**src/hw/rtl/ewma_ivt_pkg.sv**
```systemverilog
package ewma_ivt_pkg;

    // Number of tracked axes: accel x, y, z then gyro x, y, z.
    localparam int AXES = 6;
    localparam int AXW  = $clog2(AXES);

    localparam int SAMPLE_W = 16;
    localparam int MEAN_W   = 32;
    localparam int VAR_W    = 48;
    localparam int ALPHA_W  = 17;
    localparam int COUNT_W  = 16;
    localparam int CFG_W    = 48;
    localparam int CFG_IDX_W = 2;

    // Shared multiplier operand and product widths.
    localparam int MUL_A_W = 34;
    localparam int MUL_B_W = 18;
    localparam int PROD_W  = 52;

    localparam logic [ALPHA_W-1:0] ONE_Q16     = 17'h10000;
    localparam logic [ALPHA_W-1:0] ALPHA_RESET = 17'd655;
    localparam logic [COUNT_W-1:0] WARM_RESET  = 16'd100;
    localparam logic [COUNT_W-1:0] WARM_MIN    = 16'd2;

    // Configuration register indexes.
    localparam logic [CFG_IDX_W-1:0] CFG_ALPHA = 2'd0;
    localparam logic [CFG_IDX_W-1:0] CFG_WARM  = 2'd1;
    localparam logic [CFG_IDX_W-1:0] CFG_FLOOR = 2'd2;

    // Steps of the per-axis update sequence.
    typedef enum logic [3:0] {
        ST_MAG,   // magnitude of sample minus old mean
        ST_SQH,   // square, upper half of magnitude
        ST_SQL,   // square, lower half of magnitude
        ST_TAH,   // square times alpha, upper part
        ST_TAL,   // square times alpha, lower part
        ST_TBH,   // variance times beta, upper part
        ST_TBL,   // variance times beta, lower part, write variance
        ST_MA,    // sample times alpha
        ST_MB     // mean times beta, write mean
    } t_step;

    typedef struct packed {
        logic           accept;
        logic           run;
        t_step          step;
        logic [AXW-1:0] axis;
        logic           load_out;
    } t_dp_cmd;

    typedef struct packed {
        logic need_run;
    } t_dp_sts;

endpackage

```
**src/hw/rtl/ewma_ivt_ctrl.sv**
```systemverilog
module ewma_ivt_ctrl (
    input  logic                   i_clk,
    input  logic                   i_rst_n,
    input  logic                   i_in_valid,
    output logic                   o_in_stall,
    output logic                   o_out_valid,
    input  logic                   i_out_stall,
    input  ewma_ivt_pkg::t_dp_sts  i_sts,
    output ewma_ivt_pkg::t_dp_cmd  o_cmd
);

    typedef enum logic [1:0] {
        S_IDLE,
        S_RUN,
        S_DONE
    } t_state;

    t_state                          r_state, n_state;
    ewma_ivt_pkg::t_step             r_step, n_step;
    logic [ewma_ivt_pkg::AXW-1:0]    r_axis, n_axis;
    logic                            r_out_valid, n_out_valid;
    logic                            accept;
    logic                            load_out;
    logic                            last_axis;

    assign accept    = i_in_valid && (r_state == S_IDLE);
    assign load_out  = (r_state == S_DONE) && (!r_out_valid || !i_out_stall);
    assign last_axis = (r_axis == ewma_ivt_pkg::AXW'(ewma_ivt_pkg::AXES - 1));

    // Commands to the datapath.
    always_comb begin
        o_cmd.accept   = accept;
        o_cmd.run      = (r_state == S_RUN);
        o_cmd.step     = r_step;
        o_cmd.axis     = r_axis;
        o_cmd.load_out = load_out;
    end

    assign o_in_stall  = (r_state != S_IDLE);
    assign o_out_valid = r_out_valid;

    // Next state, step and axis.
    always_comb begin
        n_state     = r_state;
        n_step      = r_step;
        n_axis      = r_axis;
        n_out_valid = load_out || (r_out_valid && i_out_stall);
        case (r_state)
            S_IDLE: begin
                if (accept) begin
                    n_step  = ewma_ivt_pkg::ST_MAG;
                    n_axis  = '0;
                    n_state = i_sts.need_run ? S_RUN : S_DONE;
                end
            end
            S_RUN: begin
                case (r_step)
                    ewma_ivt_pkg::ST_MAG: n_step = ewma_ivt_pkg::ST_SQH;
                    ewma_ivt_pkg::ST_SQH: n_step = ewma_ivt_pkg::ST_SQL;
                    ewma_ivt_pkg::ST_SQL: n_step = ewma_ivt_pkg::ST_TAH;
                    ewma_ivt_pkg::ST_TAH: n_step = ewma_ivt_pkg::ST_TAL;
                    ewma_ivt_pkg::ST_TAL: n_step = ewma_ivt_pkg::ST_TBH;
                    ewma_ivt_pkg::ST_TBH: n_step = ewma_ivt_pkg::ST_TBL;
                    ewma_ivt_pkg::ST_TBL: n_step = ewma_ivt_pkg::ST_MA;
                    ewma_ivt_pkg::ST_MA:  n_step = ewma_ivt_pkg::ST_MB;
                    ewma_ivt_pkg::ST_MB: begin
                        n_step = ewma_ivt_pkg::ST_MAG;
                        if (last_axis) begin
                            n_state = S_DONE;
                        end else begin
                            n_axis = r_axis + 1'b1;
                        end
                    end
                    default: n_step = ewma_ivt_pkg::ST_MAG;
                endcase
            end
            S_DONE: begin
                if (load_out) begin
                    n_state = S_IDLE;
                end
            end
            default: n_state = S_IDLE;
        endcase
    end

    // State and registered outputs.
    always_ff @(posedge i_clk) begin
        if (!i_rst_n) begin
            r_state     <= S_IDLE;
            r_step      <= ewma_ivt_pkg::ST_MAG;
            r_axis      <= '0;
            r_out_valid <= 1'b0;
        end else begin
            r_state     <= n_state;
            r_step      <= n_step;
            r_axis      <= n_axis;
            r_out_valid <= n_out_valid;
        end
    end

endmodule

```
**src/hw/rtl/ewma_ivt_dp.sv**
```systemverilog
module ewma_ivt_dp (
    input  logic                                         i_clk,
    input  logic                                         i_rst_n,
    input  logic                                         i_cfg_we,
    input  logic [ewma_ivt_pkg::CFG_IDX_W-1:0]           i_cfg_index,
    input  logic [ewma_ivt_pkg::CFG_W-1:0]               i_cfg_data,
    input  logic                                         i_func,
    input  logic signed [ewma_ivt_pkg::SAMPLE_W-1:0]     i_x [ewma_ivt_pkg::AXES],
    input  logic                                         i_sample_valid,
    input  logic                                         i_stationary,
    input  ewma_ivt_pkg::t_dp_cmd                        i_cmd,
    output ewma_ivt_pkg::t_dp_sts                        o_sts,
    output logic                                         o_accepted,
    output logic                                         o_ready_res,
    output logic [ewma_ivt_pkg::COUNT_W-1:0]             o_samples_counted,
    output logic [ewma_ivt_pkg::VAR_W-1:0]               o_var [ewma_ivt_pkg::AXES]
);

    localparam int AX  = ewma_ivt_pkg::AXES;
    localparam int SW  = ewma_ivt_pkg::SAMPLE_W;
    localparam int MW  = ewma_ivt_pkg::MEAN_W;
    localparam int VW  = ewma_ivt_pkg::VAR_W;
    localparam int AW  = ewma_ivt_pkg::ALPHA_W;
    localparam int CW  = ewma_ivt_pkg::COUNT_W;
    localparam int MAW = ewma_ivt_pkg::MUL_A_W;
    localparam int MBW = ewma_ivt_pkg::MUL_B_W;
    localparam int PW  = ewma_ivt_pkg::PROD_W;

    // Configuration registers.
    logic [AW-1:0]        r_alpha;
    logic [CW-1:0]        r_warm;
    logic [VW-1:0]        r_floor;

    // Statistics.
    logic [CW-1:0]        r_count;
    logic signed [MW-1:0] r_mean [AX];
    logic [VW-1:0]        r_var  [AX];

    // Working registers.
    logic signed [SW-1:0] r_x [AX];
    logic                 r_accepted;
    logic [MW:0]          r_mag;
    logic [VW-1:0]        r_sq;
    logic signed [PW-1:0] r_acc;

    // Result registers.
    logic                 r_o_accepted;
    logic                 r_o_ready;
    logic [CW-1:0]        r_o_count;
    logic [VW-1:0]        r_o_var [AX];

    logic [AW-1:0]        alpha_c;
    logic [AW-1:0]        beta_c;
    logic [CW-1:0]        warm_c;
    logic [CW-1:0]        count_inc;
    logic                 sample_ok;
    logic                 first;
    logic signed [SW-1:0] x_cur;
    logic signed [MW-1:0] mean_cur;
    logic [VW-1:0]        var_cur;
    logic signed [MW+1:0] diff;
    logic [MW+1:0]        diff_abs;
    logic signed [MAW-1:0] mul_a;
    logic signed [MBW-1:0] mul_b;
    logic signed [PW-1:0] prod;
    logic signed [PW-1:0] prod_sh;
    logic signed [PW-1:0] acc_full;
    logic signed [PW-1:0] acc_sh;

    // Effective alpha, beta and warm-up count.
    assign alpha_c   = (r_alpha > ewma_ivt_pkg::ONE_Q16) ? ewma_ivt_pkg::ONE_Q16 : r_alpha;
    assign beta_c    = ewma_ivt_pkg::ONE_Q16 - alpha_c;
    assign warm_c    = (r_warm < ewma_ivt_pkg::WARM_MIN) ? ewma_ivt_pkg::WARM_MIN : r_warm;
    assign count_inc = (r_count < warm_c) ? r_count + 1'b1 : r_count;
    assign sample_ok = i_sample_valid && i_stationary;
    assign first     = (count_inc == CW'(1));

    assign o_sts.need_run = !i_func && sample_ok && !first;

    // Operands of the axis under work.
    assign x_cur    = r_x[i_cmd.axis];
    assign mean_cur = r_mean[i_cmd.axis];
    assign var_cur  = r_var[i_cmd.axis];

    // Sample in Q16.16 minus old mean, and its magnitude.
    assign diff     = {{2{x_cur[SW-1]}}, x_cur, 16'h0000} - {{2{mean_cur[MW-1]}}, mean_cur};
    assign diff_abs = diff[MW+1] ? -diff : diff;

    // Operand selection for the shared multiplier.
    always_comb begin
        mul_a = '0;
        mul_b = '0;
        case (i_cmd.step)
            ewma_ivt_pkg::ST_SQH: begin
                mul_a = {1'b0, r_mag};
                mul_b = {1'b0, r_mag[MW:16]};
            end
            ewma_ivt_pkg::ST_SQL: begin
                mul_a = {1'b0, r_mag};
                mul_b = {2'b00, r_mag[15:0]};
            end
            ewma_ivt_pkg::ST_TAH: begin
                mul_a = {2'b00, r_sq[VW-1:16]};
                mul_b = {1'b0, alpha_c};
            end
            ewma_ivt_pkg::ST_TAL: begin
                mul_a = {18'h00000, r_sq[15:0]};
                mul_b = {1'b0, alpha_c};
            end
            ewma_ivt_pkg::ST_TBH: begin
                mul_a = {2'b00, var_cur[VW-1:16]};
                mul_b = {1'b0, beta_c};
            end
            ewma_ivt_pkg::ST_TBL: begin
                mul_a = {18'h00000, var_cur[15:0]};
                mul_b = {1'b0, beta_c};
            end
            ewma_ivt_pkg::ST_MA: begin
                mul_a = {{(MAW-SW){x_cur[SW-1]}}, x_cur};
                mul_b = {1'b0, alpha_c};
            end
            ewma_ivt_pkg::ST_MB: begin
                mul_a = {{(MAW-MW){mean_cur[MW-1]}}, mean_cur};
                mul_b = {1'b0, beta_c};
            end
            default: begin
                mul_a = '0;
                mul_b = '0;
            end
        endcase
    end

    // Product, its floor in Q16, and the two accumulator sums.
    assign prod     = PW'(mul_a) * PW'(mul_b);
    assign prod_sh  = prod >>> 16;
    assign acc_full = r_acc + prod;
    assign acc_sh   = r_acc + prod_sh;

    // Configuration writes.
    always_ff @(posedge i_clk) begin
        if (!i_rst_n) begin
            r_alpha <= ewma_ivt_pkg::ALPHA_RESET;
            r_warm  <= ewma_ivt_pkg::WARM_RESET;
            r_floor <= '0;
        end else if (i_cfg_we) begin
            case (i_cfg_index)
                ewma_ivt_pkg::CFG_ALPHA: r_alpha <= i_cfg_data[AW-1:0];
                ewma_ivt_pkg::CFG_WARM:  r_warm  <= i_cfg_data[CW-1:0];
                ewma_ivt_pkg::CFG_FLOOR: r_floor <= i_cfg_data[VW-1:0];
                default: ;
            endcase
        end
    end

    // Statistics: clear, count, first-sample load and the per-axis sequence.
    always_ff @(posedge i_clk) begin
        if (!i_rst_n) begin
            r_count <= '0;
            for (int i = 0; i < AX; i++) begin
                r_mean[i] <= '0;
                r_var[i]  <= '0;
            end
        end else if (i_cmd.accept) begin
            if (i_func) begin
                r_count <= '0;
                for (int i = 0; i < AX; i++) begin
                    r_mean[i] <= '0;
                    r_var[i]  <= '0;
                end
            end else if (sample_ok) begin
                r_count <= count_inc;
                if (first) begin
                    for (int i = 0; i < AX; i++) begin
                        r_mean[i] <= {i_x[i], 16'h0000};
                    end
                end
            end
        end else if (i_cmd.run) begin
            if (i_cmd.step == ewma_ivt_pkg::ST_TBL) begin
                r_var[i_cmd.axis] <= acc_sh[VW-1:0];
            end
            if (i_cmd.step == ewma_ivt_pkg::ST_MB) begin
                r_mean[i_cmd.axis] <= acc_sh[MW-1:0];
            end
        end
    end

    // Sample capture and working registers.
    always_ff @(posedge i_clk) begin
        if (i_cmd.accept) begin
            r_accepted <= !i_func && sample_ok;
            for (int i = 0; i < AX; i++) begin
                r_x[i] <= i_x[i];
            end
        end
        if (i_cmd.run) begin
            case (i_cmd.step)
                ewma_ivt_pkg::ST_MAG: r_mag <= diff_abs[MW:0];
                ewma_ivt_pkg::ST_SQH: r_acc <= prod;
                ewma_ivt_pkg::ST_SQL: r_sq  <= acc_sh[VW-1:0];
                ewma_ivt_pkg::ST_TAH: r_acc <= prod;
                ewma_ivt_pkg::ST_TAL: r_acc <= acc_sh;
                ewma_ivt_pkg::ST_TBH: r_acc <= acc_full;
                ewma_ivt_pkg::ST_MA:  r_acc <= prod;
                default: ;
            endcase
        end
    end

    // Result register, variances floored.
    always_ff @(posedge i_clk) begin
        if (i_cmd.load_out) begin
            r_o_accepted <= r_accepted;
            r_o_ready    <= (r_count >= warm_c);
            r_o_count    <= r_count;
            for (int i = 0; i < AX; i++) begin
                r_o_var[i] <= (r_var[i] > r_floor) ? r_var[i] : r_floor;
            end
        end
    end

    assign o_accepted        = r_o_accepted;
    assign o_ready_res       = r_o_ready;
    assign o_samples_counted = r_o_count;
    assign o_var             = r_o_var;

endmodule

```
**src/hw/rtl/ewma_imu_variance_tracker.sv**
```systemverilog
// channel | handshake                 | payload
// --------+---------------------------+-----------------------------------------------------
// input   | i_in_valid / o_in_stall   | i_func, six samples, i_sample_valid, i_stationary
// output  | o_out_valid / i_out_stall | o_accepted, o_ready_res, o_samples_counted, variances
// config  | i_cfg_we                  | i_cfg_index, i_cfg_data
//
// An updating transaction is accepted, then runs nine steps per axis for six axes
// (eight of them on the shared 34 x 18 multiplier), and then loads the result.
// A clear, a dropped sample or the first sample after reset or a clear runs no steps.
// Reset is synchronous; no clearing pass follows it.
// A new transaction is taken while a result waits; the next result waits while the
// output is stalled, and the input stays stalled until that result is loaded.
module ewma_imu_variance_tracker (
    input  logic        i_clk,
    input  logic        i_rst_n,
    input  logic        i_cfg_we,
    input  logic [1:0]  i_cfg_index,
    input  logic [47:0] i_cfg_data,
    input  logic        i_in_valid,
    output logic        o_in_stall,
    input  logic        i_func,
    input  logic signed [15:0] i_accel_x,
    input  logic signed [15:0] i_accel_y,
    input  logic signed [15:0] i_accel_z,
    input  logic signed [15:0] i_gyro_x,
    input  logic signed [15:0] i_gyro_y,
    input  logic signed [15:0] i_gyro_z,
    input  logic        i_sample_valid,
    input  logic        i_stationary,
    output logic        o_out_valid,
    input  logic        i_out_stall,
    output logic        o_accepted,
    output logic        o_ready_res,
    output logic [15:0] o_samples_counted,
    output logic [47:0] o_accel_var_x,
    output logic [47:0] o_accel_var_y,
    output logic [47:0] o_accel_var_z,
    output logic [47:0] o_gyro_var_x,
    output logic [47:0] o_gyro_var_y,
    output logic [47:0] o_gyro_var_z
);

    ewma_ivt_pkg::t_dp_cmd cmd;
    ewma_ivt_pkg::t_dp_sts sts;
    logic signed [ewma_ivt_pkg::SAMPLE_W-1:0] x_in [ewma_ivt_pkg::AXES];
    logic [ewma_ivt_pkg::VAR_W-1:0]           var_out [ewma_ivt_pkg::AXES];

    // Axis order: accel x, y, z then gyro x, y, z.
    assign x_in[0] = i_accel_x;
    assign x_in[1] = i_accel_y;
    assign x_in[2] = i_accel_z;
    assign x_in[3] = i_gyro_x;
    assign x_in[4] = i_gyro_y;
    assign x_in[5] = i_gyro_z;

    assign o_accel_var_x = var_out[0];
    assign o_accel_var_y = var_out[1];
    assign o_accel_var_z = var_out[2];
    assign o_gyro_var_x  = var_out[3];
    assign o_gyro_var_y  = var_out[4];
    assign o_gyro_var_z  = var_out[5];

    ewma_ivt_ctrl u_ctrl (
        .i_clk       (i_clk),
        .i_rst_n     (i_rst_n),
        .i_in_valid  (i_in_valid),
        .o_in_stall  (o_in_stall),
        .o_out_valid (o_out_valid),
        .i_out_stall (i_out_stall),
        .i_sts       (sts),
        .o_cmd       (cmd)
    );

    ewma_ivt_dp u_dp (
        .i_clk             (i_clk),
        .i_rst_n           (i_rst_n),
        .i_cfg_we          (i_cfg_we),
        .i_cfg_index       (i_cfg_index),
        .i_cfg_data        (i_cfg_data),
        .i_func            (i_func),
        .i_x               (x_in),
        .i_sample_valid    (i_sample_valid),
        .i_stationary      (i_stationary),
        .i_cmd             (cmd),
        .o_sts             (sts),
        .o_accepted        (o_accepted),
        .o_ready_res       (o_ready_res),
        .o_samples_counted (o_samples_counted),
        .o_var             (var_out)
    );

endmodule

```
**config.mk**
```make
export PLATFORM = sky130hd
export DESIGN_NAME = ewma_imu_variance_tracker
export DESIGN_NICKNAME = d
export VERILOG_FILES = /design/src/hw/rtl/ewma_ivt_pkg.sv /design/src/hw/rtl/ewma_ivt_ctrl.sv /design/src/hw/rtl/ewma_ivt_dp.sv /design/src/hw/rtl/ewma_imu_variance_tracker.sv
export SDC_FILE = /design/constraint.sdc
export NUM_CORES = 2
export LEC_CHECK = 0
export BUFFER_PORTS_ARGS = -buffer_cell sky130_fd_sc_hd__buf_2
export CORE_ASPECT_RATIO = 0.6
export CORE_MARGIN = 5
export CORE_UTILIZATION = 45
export CTS_BUF_LIST = sky130_fd_sc_hd__clkbuf_4 sky130_fd_sc_hd__clkbuf_8 sky130_fd_sc_hd__clkbuf_16
export DETAILED_ROUTE_END_ITERATION = 8
export PLACE_DENSITY = 0.64
export SETUP_SLACK_MARGIN = 0.05
export SLEW_MARGIN = 25
export SYNTH_ARGS = -nofsm -noshare
export SYNTH_HDL_FRONTEND = slang
export SYNTH_SLANG_ARGS = --single-unit
```
**constraint.sdc**
```tcl
create_clock -name i_clk -period 18.3 [get_ports i_clk]
set_input_delay 3.66 -clock i_clk [delete_from_list [all_inputs] [get_ports i_clk]]
set_output_delay 3.66 -clock i_clk [all_outputs]
set_load 0.05 [all_outputs]
```
Word level (Yosys, flattened, before mapping)
Memory sizes are Yosys's and may differ from the RTL's. A register that Yosys moved wholly into a read port is not among the register bits.
Cells that the tools add are included.
- bits in registers: 547
- bits in writable memories: 576
- input bits: 154
- output and inout port bits: 308
- logic and storage cells: 195
- memories kept: 3
- add/subtract/negate cells: 7
- multiply operators: 1
- magnitude comparators: 10
- equality and inequality tests: 19
- mux-type cells: 81
- bitwise operators: 18
- reduce and logical (&&, ||, !) cells: 35
- memories (name ; depth ; bits a word ; rd ports ; clocked after Yosys merged registers in ; wr ports ; line ; RTL):
    u_dp.r_var ; 6 ; 48 ; 7 ; 1 ; 6 ; ewma_ivt_dp.sv:37 ; logic [VW-1:0] r_var [AX];
    u_dp.r_mean ; 6 ; 32 ; 1 ; 1 ; 6 ; ewma_ivt_dp.sv:36 ; logic signed [MW-1:0] r_mean [AX];
    u_dp.r_x ; 6 ; 16 ; 1 ; 1 ; 6 ; ewma_ivt_dp.sv:40 ; logic signed [SW-1:0] r_x [AX];
- operators by type and width (operator ; number):
    $mux 48 ; 13
    $mux 32 ; 13
    $gt 48x48->1 ; 6
    $pmux 34 s7 ; 1
    $pmux 52 s3 ; 1
    $pmux 17 s4 ; 1
    $mux 16 ; 4
    $add 52x36->52 ; 1
    $add 52x52->52 ; 1
    $mul 34x18->52 ; 1
    $reduce_or 48->1 ; 1
    $mux 3 ; 11
    $mux 33 ; 1
    $neg 33->33 ; 1
    $sub 32x32->33 ; 1
    $pmux 4 s8 ; 1
    $reduce_or 32->1 ; 1
    $mux 1 ; 25
    $or 1x1->1 ; 18
    $gt 17x17->1 const B ; 1
    $mux 17 ; 1
    $sub 17x17->17 const A ; 1
    $add 16x1->16 const B ; 1
    $eq 16x1->1 const B ; 1
    other kinds (29) ; 64

Depth between registers and ports, before layout
- depth after elaboration: 13
- mapped depth: 51
- gate-level depth less buffers: 48

Cells and area by module
From an unflattened synthesis, not the netlist that was laid out.
- cells, all modules: 7935
- area, all modules: 87031.0 um2
- by module, submodules not included (module ; instances ; cells each ; area each (um2) ; sequential area each (um2)):
    ewma_ivt_dp ; 1 ; 7867 ; 86439.2 ; 37135.6
    ewma_ivt_ctrl ; 1 ; 68 ; 591.8 ; 200.2

Worst setup path before layout
Ideal clock, no wire load.
- path type: input port to flip-flop
- start: input port i_out_stall
- end: register u_dp.r_o_accepted, in the netlist u_dp.o_accepted (enable)
- library setup time: 1.078 ns
- arrival time: 17.975 ns
- required time: 17.222 ns
- setup slack: -0.753 ns
- cell stages on the path: 1
- path buffers: 0
- cells stage by stage: a21oi_1
- word-level cells in the longest chain between the ends: 3
- RTL lines (what ; line ; RTL):
    from (decl) ; ewma_imu_variance_tracker.sv:31 ; input logic i_out_stall,
    $logic_not 1->1 ; ewma_ivt_ctrl.sv:27 ; assign load_out = (r_state == S_DONE) && (!r_out_valid || !i_out_stall);
    $logic_or 1x1->1 ; ewma_ivt_ctrl.sv:27 ;
    $logic_and 1x1->1 ; ewma_ivt_ctrl.sv:27 ;
    to (signal assigned) ; ewma_ivt_dp.sv:213 ; r_o_accepted <= r_accepted;
    to (decl) ; ewma_ivt_dp.sv:47 ; logic r_o_accepted;
No other way between the ends.
A chain may end at the register's enable or synchronous reset.

==> impl_metrics.py <==
metrics = {
    "detailed_routing": {
        "routed-via-count": 67975,
        "drc": 0,
        "wire_per_inst_um": 32.1,
        "drtPass1Iterations": 9,
        "ant_nets": 0,
        "drt_iter0_drc": 10247,
        "finalWirelength_um": 351000,
        "vias_per_cell": 6.23,
    },
    "yosys": {
        "yosys-top-cells-area": "edfxtp_1, fa_1, ha_1",
        "synthesis.nets": 9118,
        "ys_seq_area_share_pct": 42.5,
        "ys_ff_latch": 1282,
        "yosys_most_used_dff": "edfxtp_1",
        "synth_async_sr_flop_share_pct": 0,
        "synth-edff-count": 1172,
        "ys_types": 104,
        "avgSynthCellArea_um2": 11.2,
        "synth_top_area_share_pct": 40.0,
        "yosys.area.top_type": "edfxtp_1",
        "syn_area_um2": 88100,
        "netlist_instances": 7868,
        "synth_warnings": 0,
    },
    "grt": {
        "grt_pass1_wl_um": 491000,
        "grt_pass1_vias": 64133,
        "grt_use_total_pct": 33.3,
        "gr-total-overflow": 0,
        "grt_max_degree": 154,
        "grt_antenna_before_repair": 10,
    },
    "hold_path": {
        "whs_path_depth": 0,
        "hold_start": "u_dp.r_accepted$_DFFE_PP_",
        "hp-class": "flop to flop",
    },
    "clocking": {
        "clkSlewWorstSetupHoldPaths_ns": 0.07,
        "holdBufCountCts": 0,
        "clock_path_buffers": 3,
        "cts_resized": 0,
        "h-tree-depth": 3,
        "cts_tree": "yes",
        "root_buffer": "clkbuf_16",
        "clkLatencyLatePin_ns": 0.79,
        "cts.sinks": 1282,
        "post_cts_buffers": 0,
        "numCtsBuffers": 112,
    },
    "finish": {
        "nFillCells": 17086,
        "final_common_cell": "edfxtp_1",
        "layout-drive-gt1-share_pct": 17.1,
        "seq_area_um2": 37400,
        "layout_common_cells": "edfxtp_1, nor2_1, inv_1, nand2_1, fa_1",
        "multiInputGateArea_um2": 46700,
        "final_net_count": 9459,
        "area.growth.synth_to_final_pct": 11.2,
        "utilization_pct": 50.4,
    },
    "placement": {
        "gp_congestion": 1.04,
        "dpl.hpwl_um": 272000,
        "port_buffers": 461,
    },
    "setup_path": {
        "slowest_delay_ns": 0.90,
        "critical_path.endpoint_type": "flop",
        "r2r_cells": 42,
        "slowest_stage": "a221oi_1",
        "worstPathRequired_ns": 18.75,
        "startpoint_type": "flop",
        "path_max_fanout": 12,
        "r2r_start": "u_dp.r_alpha[2]$_SDFFE_PN1P_",
        "cpMostUsedCell": "fa_1",
        "critPathLaunch": "u_dp.r_alpha[2]$_SDFFE_PN1P_",
        "arrival_ns": 16.51,
        "timing_worst_setup_path_type": "flop to flop",
    },
    "floorplan": {
        "io_pins": 462,
        "placementRows": 125,
        "die-area_um2": 205000,
        "core_um2": 194000,
        "dieWidth_um": 581,
        "die_h_um": 353,
        "start_util_pct": 45.4,
    },
    "timing": {
        "hold_viol": 0,
        "tns_ns": 0,
        "slew_violations": 0,
        "tightest_slew_ns": 1.26,
        "period_share_pct": 87.7,
        "whs_ns": 0.428,
        "post-route-min-period_ns": 16.06,
        "setup_viol": 0,
        "rsz0062_at_grt": "no",
        "slew_headroom_pct": 15.5,
        "clock_skew_ns": 0.0741,
        "fmax_ghz": 0.0623,
    },
    "pwr": {
        "powerDensity_nw_per_um2": 114,
        "pwr-share-seq_pct": 37.3,
        "combPwrFrac_pct": 39.5,
        "p_leak_nw": 40.6,
        "ir_worst_vdd_mv": 0.128,
        "swShare_pct": 43.0,
        "clkPwrFrac_pct": 23.1,
        "internal_power_mw": 6.34,
        "p_sw_mw": 4.79,
    },
    "job": {
        "maxCapViolations": 0,
    },
    "run_status": {
        "status": "finished clean",
    },
}
## synthesized netlist by cell type, types with 10 or more instances
cell,number
mux2i_1,116
o211ai_1,17
xnor2_1,132
a21o_1,172
ha_1,543
buf_1,42
buf_2,22
a211oi_1,41
nor3_1,72
nand4_1,89
a22o_1,21
a21boi_0,84
or3_1,23
or2_2,17
o31ai_1,18
edfxtp_1,1172
o21ai_0,285
a41oi_1,10
fa_1,553
a22oi_1,19
and2_1,38
nand2b_1,73
a21oi_1,292
mux4_2,160
nor2_1,874
mux2_2,300
and3_1,32
a222oi_1,21
a31oi_1,25
o21a_1,54
nor2b_1,75
clkbuf_1,299
nor3b_1,11
nand2_1,763
o22ai_1,36
a221o_1,13
nor4_1,37
nand3_1,73
inv_1,849
o21bai_1,20
or4_1,24
xor2_1,73
dfxtp_1,110
## cells by family (layout without fill, tap and decap cells)
| family | Yosys count | in the layout | synth area share (%) |
|---|---|---|---|
| flops | 1282 | 1282 | 42.5 |
| buf+inv | 1226 | 1666 | 5.37 |
| other cells | 0 | 2 | 0 |
| mux | 583 | 583 | 9.43 |
| fa+ha+maj | 1096 | 1096 | 20.3 |
| simple gates | 2253 | 2253 | 11.4 |
| xor+xnor | 205 | 205 | 2.04 |
| compound gates | 1223 | 1223 | 9.00 |
## worst max-delay path, delay by kind of cell, from the launching register on
family	cells	cell delay, ns
AO/OA/AOI/OAI	10	3.78
adder cells (fa/ha/maj)	8	3.99
XOR/XNOR	3	1.39
buffers and inverters	4	0.76
AND/OR/NAND/NOR	17	5.47
flip-flops	1	0.36
## registers in the layout, indices dropped and copies added (netlist names), named ones only
name and cells:
u_dp.r_floor 48, u_dp.o_ready_res 1, u_dp.r_mean 256, u_dp.o_samples_counted 16, u_dp.r_alpha 17, u_dp.r_var 384, u_ctrl.r_axis 3, u_dp.r_sq 48
u_dp.r_warm 16, u_dp.o_accepted 1, u_dp.r_acc 48, u_ctrl.o_out_valid 1, u_ctrl.r_step 4, u_ctrl.r_state 2, u_dp.o_var 288, u_dp.r_count 16
u_dp.r_accepted 1, u_dp.r_x 96, u_dp.r_mag 33
## stage by stage
stage	instance area, um2	worst slack, ns	power (mW)	std cells
finish	97900	2.24	11.1	10913
global route	97900	1.40	11.4	10911
CTS	97800	2.72	11.0	10911
detailed placement	93900	2.81	8.43	10698
global placement	93900	2.96	8.39	10698
floorplan	88100	5.28	6.76	7868
## routing by layer
metal  vias up  part of all wire [%]  routed length (um)  track usage (%)
li1      28265                     -                   -                -
met1     34310                    44              153000             52.0
met2      4944                    37              129000             41.4
met3       448                    17               59400             15.0
met4         8                   2.4                8410             6.95
met5         -                 0.015                  54                0
## final timing paths
| path | slack [ns] | to |
|---|---|---|
| worst max register to register | 2.24 | u_dp.r_var[7][47]$_DFFE_PP_ |
| worst min-delay path | 0.43 | u_dp.o_accepted$_DFFE_PP_ |
| worst min register to register | 0.43 | u_dp.o_accepted$_DFFE_PP_ |
| worst max-delay path | 2.24 | u_dp.r_var[7][47]$_DFFE_PP_ |
## power groups by stage
stage | combinational, mW | sequential (mW) | clock (mW)
final | 4.40 | 4.16 | 2.58
after global routing | 4.54 | 4.17 | 2.71
after CTS | 4.25 | 4.14 | 2.58
after detailed placement | 4.23 | 4.20 | 0
after global placement | 4.20 | 4.19 | 0
after floorplan | 1.90 | 4.86 | 0
## area by class of cell
type / instances / area share (%)
well taps: 2603 / 3.33
repair buffers: 603 / 3.49
diodes: 2 / 0.00511
flip-flops and latches: 1282 / 38.2
multi-input cells: 5360 / 47.7
inverters: 850 / 3.26
clock buffers: 134 / 3.06
clock inverters: 79 / 0.956
No activity file was read; power rests on OpenSTA's default activity.
